`src/rtl/core/ngh_pkg.sv`:
```
`timescale 1ns / 1ps

package ngh_pkg;

   localparam int SAMPLE_WIDTH = 16;
   localparam int COEFF_WIDTH  = 16;
   localparam int ENV_FRAC     = 8;
   localparam int ENV_WIDTH    = SAMPLE_WIDTH + ENV_FRAC;
   localparam int GAIN_WIDTH   = COEFF_WIDTH + 1;
   localparam int HOLD_WIDTH   = COEFF_WIDTH + 1;

   // shared multiplier: signed A by signed B (B is always non-negative)
   localparam int MUL_A_WIDTH  = ENV_WIDTH + 2;
   localparam int MUL_B_WIDTH  = GAIN_WIDTH + 1;
   localparam int PROD_WIDTH   = MUL_A_WIDTH + MUL_B_WIDTH;

   localparam int CSR_INDEX_WIDTH = 3;
   localparam int CSR_DATA_WIDTH  = GAIN_WIDTH;

   localparam int QUEUE_DEPTH  = 2;
   localparam int QPTR_WIDTH   = 1;
   localparam int QCOUNT_WIDTH = QPTR_WIDTH + 1;

   localparam logic [GAIN_WIDTH-1:0]  UNITY_GAIN = GAIN_WIDTH'(1) << COEFF_WIDTH;
   localparam logic [PROD_WIDTH-1:0]  ROUND_HALF = PROD_WIDTH'(1) << (COEFF_WIDTH - 1);
   localparam logic [HOLD_WIDTH-1:0]  HOLD_MAX   = {HOLD_WIDTH{1'b1}};

   localparam logic [SAMPLE_WIDTH-1:0] RST_THRESHOLD    = SAMPLE_WIDTH'(328);
   localparam logic [GAIN_WIDTH-1:0]   RST_RANGE_GAIN   = GAIN_WIDTH'(7);
   localparam logic [COEFF_WIDTH-1:0]  RST_ATTACK       = COEFF_WIDTH'(64066);
   localparam logic [COEFF_WIDTH-1:0]  RST_RELEASE      = COEFF_WIDTH'(65521);
   localparam logic [COEFF_WIDTH-1:0]  RST_ENV_RISE     = COEFF_WIDTH'(6790);
   localparam logic [COEFF_WIDTH-1:0]  RST_ENV_FALL     = COEFF_WIDTH'(65506);
   localparam logic [COEFF_WIDTH-1:0]  RST_HOLD_SAMPLES = COEFF_WIDTH'(2205);

   typedef enum logic [CSR_INDEX_WIDTH-1:0] {
      CSR_THRESHOLD    = 3'd0,
      CSR_RANGE_GAIN   = 3'd1,
      CSR_ATTACK       = 3'd2,
      CSR_RELEASE      = 3'd3,
      CSR_ENV_RISE     = 3'd4,
      CSR_ENV_FALL     = 3'd5,
      CSR_HOLD_SAMPLES = 3'd6
   } ngh_csr_type;

   typedef struct packed {
      logic [SAMPLE_WIDTH-1:0] threshold_level;
      logic [GAIN_WIDTH-1:0]   range_gain;
      logic [COEFF_WIDTH-1:0]  attack_coeff;
      logic [COEFF_WIDTH-1:0]  release_coeff;
      logic [COEFF_WIDTH-1:0]  env_rise_coeff;
      logic [COEFF_WIDTH-1:0]  env_fall_coeff;
      logic [COEFF_WIDTH-1:0]  hold_samples;
   } ngh_cfg_type;

   // classified sample as it travels from front to back
   typedef struct packed {
      logic signed [SAMPLE_WIDTH-1:0] sample;
      logic [SAMPLE_WIDTH-1:0]        mag;
   } ngh_item_type;

   typedef struct packed {
      logic empty;
      logic full;
   } ngh_qstat_type;

   typedef enum logic [2:0] {
      ST_IDLE      = 3'd0,
      ST_GATE      = 3'd1,
      ST_GAIN_MUL  = 3'd2,
      ST_GAIN_UPD  = 3'd3,
      ST_APPLY_MUL = 3'd4,
      ST_OUT       = 3'd5
   } ngh_state_type;

endpackage

```
`src/rtl/core/ngh_if.sv`:
```
`timescale 1ns / 1ps

interface ngh_req_if import ngh_pkg::*; ();
   logic                           valid;
   logic                           ready;
   logic signed [SAMPLE_WIDTH-1:0] sample_in;

   modport source (output valid, output sample_in, input ready);
   modport sink (input valid, input sample_in, output ready);
endinterface

interface ngh_rsp_if import ngh_pkg::*; ();
   logic                           valid;
   logic                           ready;
   logic signed [SAMPLE_WIDTH-1:0] sample_out;
   logic                           gate_open;

   modport source (output valid, output sample_out, output gate_open, input ready);
   modport sink (input valid, input sample_out, input gate_open, output ready);
endinterface

```
`src/rtl/core/ngh_front.sv`:
```
`timescale 1ns / 1ps

module ngh_front import ngh_pkg::*; (
   ngh_req_if.sink       req,
   input  ngh_qstat_type qstat,
   output logic          push,
   output ngh_item_type  item
);

   logic [SAMPLE_WIDTH-1:0] raw;

   assign raw       = req.sample_in;
   assign req.ready = !qstat.full;
   assign push      = req.valid && !qstat.full;

   // two's complement magnitude; full-scale negative stays exact as unsigned
   assign item.sample = req.sample_in;
   assign item.mag    = raw[SAMPLE_WIDTH-1] ? (~raw + SAMPLE_WIDTH'(1)) : raw;

endmodule

```
`src/rtl/core/ngh_queue.sv`:
```
`timescale 1ns / 1ps

module ngh_queue import ngh_pkg::*; (
   input  logic          clock,
   input  logic          reset,
   input  logic          push,
   input  ngh_item_type  push_item,
   input  logic          pop,
   output ngh_item_type  head,
   output ngh_qstat_type qstat
);

   ngh_item_type              entry_ff [QUEUE_DEPTH];
   logic [QPTR_WIDTH-1:0]     wr_ptr_ff, wr_ptr_in;
   logic [QPTR_WIDTH-1:0]     rd_ptr_ff, rd_ptr_in;
   logic [QCOUNT_WIDTH-1:0]   count_ff, count_in;
   logic                      do_push, do_pop;

   assign qstat.empty = (count_ff == '0);
   assign qstat.full  = (count_ff == QCOUNT_WIDTH'(QUEUE_DEPTH));
   assign head        = entry_ff[rd_ptr_ff];

   assign do_push = push && !qstat.full;
   assign do_pop  = pop && !qstat.empty;

   always_comb begin
      wr_ptr_in = do_push ? wr_ptr_ff + QPTR_WIDTH'(1) : wr_ptr_ff;
      rd_ptr_in = do_pop ? rd_ptr_ff + QPTR_WIDTH'(1) : rd_ptr_ff;
      count_in  = count_ff;
      if (do_push && !do_pop) begin
         count_in = count_ff + QCOUNT_WIDTH'(1);
      end else if (do_pop && !do_push) begin
         count_in = count_ff - QCOUNT_WIDTH'(1);
      end
   end

   always_ff @(posedge clock) begin
      if (reset) begin
         wr_ptr_ff <= '0;
         rd_ptr_ff <= '0;
         count_ff  <= '0;
      end else begin
         wr_ptr_ff <= wr_ptr_in;
         rd_ptr_ff <= rd_ptr_in;
         count_ff  <= count_in;
      end
   end

   always_ff @(posedge clock) begin
      if (do_push) begin
         entry_ff[wr_ptr_ff] <= push_item;
      end
   end

endmodule

```
`src/rtl/core/ngh_back.sv`:
```
`timescale 1ns / 1ps

module ngh_back import ngh_pkg::*; (
   input  logic          clock,
   input  logic          reset,
   input  ngh_cfg_type   cfg,
   input  ngh_item_type  head,
   input  ngh_qstat_type qstat,
   output logic          pop,
   ngh_rsp_if.source     rsp
);

   ngh_state_type state_ff, state_in;

   logic [SAMPLE_WIDTH-1:0]        mag_ff;
   logic signed [SAMPLE_WIDTH-1:0] sample_ff;
   logic [ENV_WIDTH-1:0]           env_ff, env_in;
   logic [GAIN_WIDTH-1:0]          gain_ff, gain_in;
   logic [GAIN_WIDTH-1:0]          target_ff, target_in;
   logic [HOLD_WIDTH-1:0]          hold_ff, hold_in;
   logic                           open_ff, open_in;
   logic signed [PROD_WIDTH-1:0]   prod_ff;
   logic                           out_valid_ff;
   logic signed [SAMPLE_WIDTH-1:0] out_sample_ff, out_sample_in;
   logic                           out_gate_ff;

   // decoded per-state controls
   logic                           load_item, load_env, load_target, load_gain, load_out;
   logic signed [MUL_A_WIDTH-1:0]  mul_a;
   logic signed [MUL_B_WIDTH-1:0]  mul_b;
   logic signed [PROD_WIDTH-1:0]   prod;

   logic [ENV_WIDTH-1:0]           head_m, item_m;
   logic [PROD_WIDTH-1:0]          env_sum, gain_sum, out_sum;
   logic [ENV_WIDTH-1:0]           env_new;
   logic                           above;
   logic [HOLD_WIDTH-1:0]          hold_inc;
   logic [GAIN_WIDTH-1:0]          range_lim;
   logic signed [PROD_WIDTH-COEFF_WIDTH-1:0] out_shift;
   logic                           out_slot_free;

   assign head_m = {head.mag, ENV_FRAC'(0)};
   assign item_m = {mag_ff, ENV_FRAC'(0)};

   assign out_slot_free = !out_valid_ff || rsp.ready;

   // next state
   always_comb begin
      state_in = state_ff;
      case (state_ff)
         ST_IDLE: begin
            if (!qstat.empty) begin
               state_in = ST_GATE;
            end
         end
         ST_GATE:      state_in = ST_GAIN_MUL;
         ST_GAIN_MUL:  state_in = ST_GAIN_UPD;
         ST_GAIN_UPD:  state_in = ST_APPLY_MUL;
         ST_APPLY_MUL: state_in = ST_OUT;
         ST_OUT: begin
            if (out_slot_free) begin
               state_in = ST_IDLE;
            end
         end
         default: state_in = ST_IDLE;
      endcase
   end

   // per-state outputs and multiplier operand select
   always_comb begin
      pop         = 1'b0;
      load_item   = 1'b0;
      load_env    = 1'b0;
      load_target = 1'b0;
      load_gain   = 1'b0;
      load_out    = 1'b0;
      mul_a       = '0;
      mul_b       = '0;
      case (state_ff)
         ST_IDLE: begin
            pop       = !qstat.empty;
            load_item = !qstat.empty;
            // smooth as x + c*(old - x), one product per step
            mul_a = $signed({2'b00, env_ff}) - $signed({2'b00, head_m});
            mul_b = (head_m > env_ff) ? $signed({2'b00, cfg.env_rise_coeff})
                                      : $signed({2'b00, cfg.env_fall_coeff});
         end
         ST_GATE: begin
            load_env = 1'b1;
         end
         ST_GAIN_MUL: begin
            load_target = 1'b1;
            mul_a = $signed(MUL_A_WIDTH'(gain_ff)) - $signed(MUL_A_WIDTH'(target_in));
            mul_b = (target_in > gain_ff) ? $signed({2'b00, cfg.attack_coeff})
                                          : $signed({2'b00, cfg.release_coeff});
         end
         ST_GAIN_UPD: begin
            load_gain = 1'b1;
         end
         ST_APPLY_MUL: begin
            mul_a = MUL_A_WIDTH'(sample_ff);
            mul_b = $signed({1'b0, gain_ff});
         end
         ST_OUT: begin
            load_out = out_slot_free;
         end
         default: begin
            pop = 1'b0;
         end
      endcase
   end

   assign prod = mul_a * mul_b;

   // envelope update and gate decision
   always_comb begin
      env_sum  = PROD_WIDTH'({item_m, COEFF_WIDTH'(0)}) + prod_ff + ROUND_HALF;
      env_new  = env_sum[COEFF_WIDTH +: ENV_WIDTH];
      above    = env_new > {cfg.threshold_level, ENV_FRAC'(0)};
      hold_inc = (hold_ff < HOLD_MAX) ? hold_ff + HOLD_WIDTH'(1) : hold_ff;
      env_in   = env_new;
      hold_in  = hold_ff;
      open_in  = open_ff;
      if (above) begin
         hold_in = '0;
         open_in = 1'b1;
      end else if (open_ff) begin
         hold_in = hold_inc;
         if (hold_inc > HOLD_WIDTH'(cfg.hold_samples)) begin
            open_in = 1'b0;
         end
      end
   end

   // gain target and glide
   always_comb begin
      range_lim = (cfg.range_gain > UNITY_GAIN) ? UNITY_GAIN : cfg.range_gain;
      target_in = open_ff ? UNITY_GAIN : range_lim;
      gain_sum  = PROD_WIDTH'({target_ff, COEFF_WIDTH'(0)}) + prod_ff + ROUND_HALF;
      gain_in   = gain_sum[COEFF_WIDTH +: GAIN_WIDTH];
   end

   // round half up, then saturate
   always_comb begin
      out_sum   = prod_ff + ROUND_HALF;
      out_shift = $signed(out_sum[PROD_WIDTH-1:COEFF_WIDTH]);
      if (out_shift > $signed((PROD_WIDTH-COEFF_WIDTH)'({1'b0, {(SAMPLE_WIDTH-1){1'b1}}}))) begin
         out_sample_in = {1'b0, {(SAMPLE_WIDTH-1){1'b1}}};
      end else if (out_shift < -$signed((PROD_WIDTH-COEFF_WIDTH)'({1'b1,
                                         {(SAMPLE_WIDTH-1){1'b0}}}))) begin
         out_sample_in = {1'b1, {(SAMPLE_WIDTH-1){1'b0}}};
      end else begin
         out_sample_in = out_shift[SAMPLE_WIDTH-1:0];
      end
   end

   always_ff @(posedge clock) begin
      if (reset) begin
         state_ff     <= ST_IDLE;
         env_ff       <= '0;
         gain_ff      <= UNITY_GAIN;
         hold_ff      <= '0;
         open_ff      <= 1'b0;
         out_valid_ff <= 1'b0;
      end else begin
         state_ff <= state_in;
         if (load_env) begin
            env_ff  <= env_in;
            hold_ff <= hold_in;
            open_ff <= open_in;
         end
         if (load_gain) begin
            gain_ff <= gain_in;
         end
         if (load_out) begin
            out_valid_ff <= 1'b1;
         end else if (rsp.ready) begin
            out_valid_ff <= 1'b0;
         end
      end
   end

   always_ff @(posedge clock) begin
      // output product must survive a stall in ST_OUT
      if (state_ff != ST_OUT) begin
         prod_ff <= prod;
      end
      if (load_item) begin
         mag_ff    <= head.mag;
         sample_ff <= head.sample;
      end
      if (load_target) begin
         target_ff <= target_in;
      end
      if (load_out) begin
         out_sample_ff <= out_sample_in;
         out_gate_ff   <= open_ff;
      end
   end

   assign rsp.valid      = out_valid_ff;
   assign rsp.sample_out = out_sample_ff;
   assign rsp.gate_open  = out_gate_ff;

endmodule

```
`src/rtl/core/noise_gate_hold_attack_release_top.sv`:
```
`timescale 1ns / 1ps
// A sample taken on req passes the queue, then the back-end states IDLE, GATE, GAIN_MUL,
//   GAIN_UPD, APPLY_MUL and OUT into the rsp register. The sequencer takes a new sample only
//   in IDLE and runs envelope, gain and output products through one shared multiplier.
// A 2-entry queue and the rsp output register let each side stall on its own.
// Reset (synchronous, active high) restores default settings, zero envelope, unity gain,
//   closed gate, and empties the queue and output register.

module noise_gate_hold_attack_release_top import ngh_pkg::*; (
   input  logic                       clock,
   input  logic                       reset,
   ngh_req_if.sink                    req,
   ngh_rsp_if.source                  rsp,
   input  logic                       csr_we,
   input  logic [CSR_INDEX_WIDTH-1:0] csr_index,
   input  logic [CSR_DATA_WIDTH-1:0]  csr_wdata
);

   ngh_cfg_type   cfg_ff, cfg_in;
   ngh_item_type  front_item, head;
   ngh_qstat_type qstat;
   logic          push, pop;

   always_comb begin
      cfg_in = cfg_ff;
      if (csr_we) begin
         case (csr_index)
            CSR_THRESHOLD:    cfg_in.threshold_level = csr_wdata[SAMPLE_WIDTH-1:0];
            CSR_RANGE_GAIN:   cfg_in.range_gain      = csr_wdata[GAIN_WIDTH-1:0];
            CSR_ATTACK:       cfg_in.attack_coeff    = csr_wdata[COEFF_WIDTH-1:0];
            CSR_RELEASE:      cfg_in.release_coeff   = csr_wdata[COEFF_WIDTH-1:0];
            CSR_ENV_RISE:     cfg_in.env_rise_coeff  = csr_wdata[COEFF_WIDTH-1:0];
            CSR_ENV_FALL:     cfg_in.env_fall_coeff  = csr_wdata[COEFF_WIDTH-1:0];
            CSR_HOLD_SAMPLES: cfg_in.hold_samples    = csr_wdata[COEFF_WIDTH-1:0];
            default:          cfg_in = cfg_ff;
         endcase
      end
   end

   always_ff @(posedge clock) begin
      if (reset) begin
         cfg_ff.threshold_level <= RST_THRESHOLD;
         cfg_ff.range_gain      <= RST_RANGE_GAIN;
         cfg_ff.attack_coeff    <= RST_ATTACK;
         cfg_ff.release_coeff   <= RST_RELEASE;
         cfg_ff.env_rise_coeff  <= RST_ENV_RISE;
         cfg_ff.env_fall_coeff  <= RST_ENV_FALL;
         cfg_ff.hold_samples    <= RST_HOLD_SAMPLES;
      end else begin
         cfg_ff <= cfg_in;
      end
   end

   ngh_front u_front (
      .req   (req),
      .qstat (qstat),
      .push  (push),
      .item  (front_item)
   );

   ngh_queue u_queue (
      .clock     (clock),
      .reset     (reset),
      .push      (push),
      .push_item (front_item),
      .pop       (pop),
      .head      (head),
      .qstat     (qstat)
   );

   ngh_back u_back (
      .clock (clock),
      .reset (reset),
      .cfg   (cfg_ff),
      .head  (head),
      .qstat (qstat),
      .pop   (pop),
      .rsp   (rsp)
   );

endmodule

```
`src/flat_wrapper.sv`:
```
// flat-port wrapper written by rule: the top's interface ports become plain ports
module noise_gate_hold_attack_release_top_flat import ngh_pkg::*;
  (clock, reset, csr_we, csr_index, csr_wdata, req_valid, req_sample_in, req_ready, rsp_valid, rsp_sample_out, rsp_gate_open, rsp_ready);
  ngh_req_if req_i ();
  ngh_rsp_if rsp_i ();
  input  logic clock;
  input  logic reset;
  input  logic csr_we;
  input  logic [CSR_INDEX_WIDTH-1:0] csr_index;
  input  logic [CSR_DATA_WIDTH-1:0] csr_wdata;
  input wire logic [$bits(req_i.valid)-1:0] req_valid;
  input wire logic [$bits(req_i.sample_in)-1:0] req_sample_in;
  output wire logic [$bits(req_i.ready)-1:0] req_ready;
  output wire logic [$bits(rsp_i.valid)-1:0] rsp_valid;
  output wire logic [$bits(rsp_i.sample_out)-1:0] rsp_sample_out;
  output wire logic [$bits(rsp_i.gate_open)-1:0] rsp_gate_open;
  input wire logic [$bits(rsp_i.ready)-1:0] rsp_ready;
  assign req_i.valid = req_valid;
  assign req_i.sample_in = req_sample_in;
  assign req_ready = req_i.ready;
  assign rsp_valid = rsp_i.valid;
  assign rsp_sample_out = rsp_i.sample_out;
  assign rsp_gate_open = rsp_i.gate_open;
  assign rsp_i.ready = rsp_ready;
  noise_gate_hold_attack_release_top u_core (.clock(clock), .reset(reset), .req(req_i), .rsp(rsp_i), .csr_we(csr_we), .csr_index(csr_index), .csr_wdata(csr_wdata));
endmodule
```
`config.mk`:
```
export PLATFORM = sky130hd
export DESIGN_NAME = noise_gate_hold_attack_release_top_flat
export DESIGN_NICKNAME = d
export VERILOG_FILES = /design/src/rtl/core/ngh_pkg.sv /design/src/rtl/core/ngh_if.sv /design/src/rtl/core/ngh_front.sv /design/src/rtl/core/ngh_queue.sv /design/src/rtl/core/ngh_back.sv /design/src/rtl/core/noise_gate_hold_attack_release_top.sv /design/src/flat_wrapper.sv
export SDC_FILE = /design/constraint.sdc
export NUM_CORES = 2
export LEC_CHECK = 0
export ABC_AREA = 1
export BUFFER_PORTS_ARGS = -buffer_cell sky130_fd_sc_hd__buf_2
export CORE_MARGIN = 5
export CORE_UTILIZATION = 35
export DETAILED_ROUTE_END_ITERATION = 6
export MAX_ROUTING_LAYER = met4
export PLACE_DENSITY = 0.55
export SETUP_SLACK_MARGIN = 0.15
export SLEW_MARGIN = 25
export SYNTH_ARGS = -nofsm -noshare
export SYNTH_HDL_FRONTEND = slang
export SYNTH_SLANG_ARGS = --single-unit
```
`constraint.sdc`:
```
create_clock -name clock -period 26.3 [get_ports clock]
set_clock_uncertainty 0.2 [all_clocks]
set_input_delay 5.26 -clock clock [delete_from_list [all_inputs] [get_ports clock]]
set_output_delay 5.26 -clock clock [all_outputs]
set_load 0.05 [all_outputs]
```
==> flow_summary.yaml <==
status:
  outcome: "finished, final reports clean"
global_route:
  grt_usage_pct: 20.6
  antenna_found_initial: 1
  overflow: 0
  grt_pass1_wl_mm: 168
  grt_pass1_vias: 28487
  grt_max_degree: 86
synthesis:
  syn_inst: 4548
  synth_edf_count: 156
  synth_cell_types: 55
  synth_most_common_cell: "nand2_1"
  synth_common_cells: "1,053 x nand2_1, 1,036 x inv_1, 421 x fa_1, 348 x nor2_1, 241 x a21oi_1"
  synth_nets: 5212
  avgSynthCellArea_um2: 7.76
  synth.top_cell.area_share_pct: 23.9
  yosysWarnings: 0
  yosys.area.top_type: "fa_1"
  ys_seq_elements: 337
  synthFlopType: "dfxtp_1"
  async_flop_share_pct: 0
  ys_seq_area_share_pct: 23.5
  synthesis.area_um2: 35300
  synth.area.top_cells: "fa_1 24%, edfxtp_1 13%, nand2_1 11%, inv_1 11%, dfxtp_1 10%"
placement:
  hpwl_mm: 86.4
  globalplace.congestion: 0.939
  dp_slack_ps: 16100
  portBuffers: 59
setup_path:
  timing.rr.start: "u_core.u_back.open_ff"
  slowest_stage: "nand3_2"
  critPathTopFamily: "adder cells"
  critical_path_class: "flop to flop"
  cp.arrival_ps: 10510
  crit_buf_inv: 9
  crit_path_frequent_cell: "inv_1"
  end_kind: "flop"
  r2r_cells: 37
  startpoint_type: "flop"
  crit_required_ps: 26460
  slowest_delay_ps: 670
  r2r-end: "u_core.u_back.prod_ff[41]"
  r2r_slack_ps: 15950
  path_max_fanout: 30
cells_and_area:
  drive_above_1_share_pct: 5.26
  fin_util_pct: 38.1
  nets: 5210
  syn2layout_area_growth_pct: 8.17
floorplanning:
  start_util_pct: 35.2
  io_pins: 60
  num_rows: 116
  dieArea_um2: 107000
  die_w_um: 328
  core-area_um2: 100000
  die_height_um: 328
min_path:
  hold_depth: 2
  hold_path_class: "flop to flop"
  holdCritStartpoint: "u_core.cfg_ff[67]"
  hold_end: "u_core.cfg_ff[67]"
sta:
  tightest_slew_ps: 966
  setup_tns_ps: 0
  layout_setup_ws_ps: 15950
  final_hold_viol_count: 0
  finalCritPeriodShare_pct: 39.3
  slew_headroom_pct: 35.4
  grt_setup_unrepaired: "false"
  fmax_ghz: 0.0967
  post-route-min-period_ps: 10350
  holdWs_ps: 249
  slew_viol_final: 0
  finalSetupViolations: 0
clock_tree:
  postCtsSetupBuffers: 0
  cts.path.max_buffers: 3
  clock-root-buffer: "clkbuf_16"
  tritoncts: "done"
  clock-sinks: 337
  cts_buffers: 40
  hold_buffers: 0
  cts_resized: 0
  insertion_delay_ps: 580
  clkTransAtPathRegs_ps: 60
  h-tree-depth: 2
drt:
  drt_wl_total_mm: 108
  num_vias: 28762
  drc: 0
  via_per_inst: 4.89
  drt_iter0_drc: 2080
  drtPass1Iterations: 5
  wl_per_cell_um: 18.4
  antenna_left: 0
run:
  cap_violations: 0
-- cell type report --
cell class / instances / area, µm²
timing repair buffer: 87 / 505
clock inverter: 25 / 353
clock buffer: 49 / 1080
sequential: 337 / 8310
multi-input combinational: 3037 / 22400
inverter: 1043 / 3920
antenna: 1 / 2.50
tap: 1298 / 1620
fill: 10567 / 62000
-- registers in the layout, indices dropped and copies added (netlist names), 2 cells and up, named ones only --
| name | flops |
|---|---|
| u_core.u_back.state_ff | 3 |
| u_core.u_queue.entry_ff | 62 |
| u_core.u_back.mag_ff | 16 |
| u_core.u_back.target_ff | 17 |
| u_core.u_back.env_ff | 24 |
| u_core.u_back.rsp.sample_out | 16 |
| u_core.u_queue.count_ff | 2 |
| u_core.u_back.prod_ff | 29 |
| u_core.cfg_ff | 113 |
| u_core.u_back.gain_ff | 17 |
| u_core.u_back.sample_ff | 15 |
| u_core.u_back.hold_ff | 17 |
-- stage by stage --
stage               instances  cell area (µm²)
finish                   5877            38200
floorplan                4548            35300
global route             5877            38200
CTS                      5876            38200
global placement         5801            36700
detailed placement       5802            36700
-- cell usage in the layout (no fill, tap or decap), drive strengths merged, types with 3 or more instances in the layout --
master     n
nand4     15
o21ai    213
fa       421
nor3      37
xnor2     25
a21o      14
o21a       6
mux2      16
clkbuf    49
clkinv    17
inv     1043
o211ai    44
nand2   1068
nand3    214
nor2     358
buf       87
nand3b    26
dfxtp    181
and2       4
or2        7
a31oi     10
a22o       3
a21oi    242
ha       202
edfxtp   156
o31ai      5
xor2      65
bufinv     7
nor3b      3
nor4       7
a21boi     6
o21bai    19
-- layer usage --
| metal | routed length [µm] | GRT usage (%) | vias up |
|---|---|---|---|
| met5 | 0 | - | - |
| met1 | 49100 | 28.4 | 13928 |
| met2 | 50700 | 33.6 | 761 |
| li1 | - | - | 13952 |
| met4 | 2220 | 3.84 | 0 |
| met3 | 5990 | 2.14 | 121 |
-- tightest hold or removal path: stages, from the launching register on --
cell and delay, ps:
dfxtp_1 300, inv_1 50, a21oi_1 50
-- cell families after synthesis --
group / Yosys count / share of synthesized area [%]
simple gates: 1740 / 20.7
buf+inv: 1174 / 13.1
fa+ha+maj: 623 / 31.0
compound gates: 568 / 8.89
flops: 337 / 23.5
xor+xnor: 90 / 2.23
mux: 16 / 0.510
-- how the worst max path moves through the flow --
stage | endpoint | startpoint | depth (start not counted) | slack [ps]
finish | u_core.u_back.prod_ff[41] | u_core.u_back.open_ff | 37 | 15950
global route | u_core.u_back.prod_ff[39] | u_core.u_back.open_ff | 38 | 15200
CTS | u_core.u_back.prod_ff[39] | u_core.u_back.open_ff | 36 | 15980
detailed placement | u_core.u_back.prod_ff[39] | u_core.u_back.open_ff | 36 | 16100
global placement | u_core.u_back.prod_ff[39] | u_core.u_back.open_ff | 38 | 16080
floorplan | u_core.u_back.prod_ff[39] | u_core.u_back.open_ff | 40 | 18060
Power is left out: the tool's default activity adds up to more than one toggle a clock period on the data nets, which glitch-free logic cannot reach.
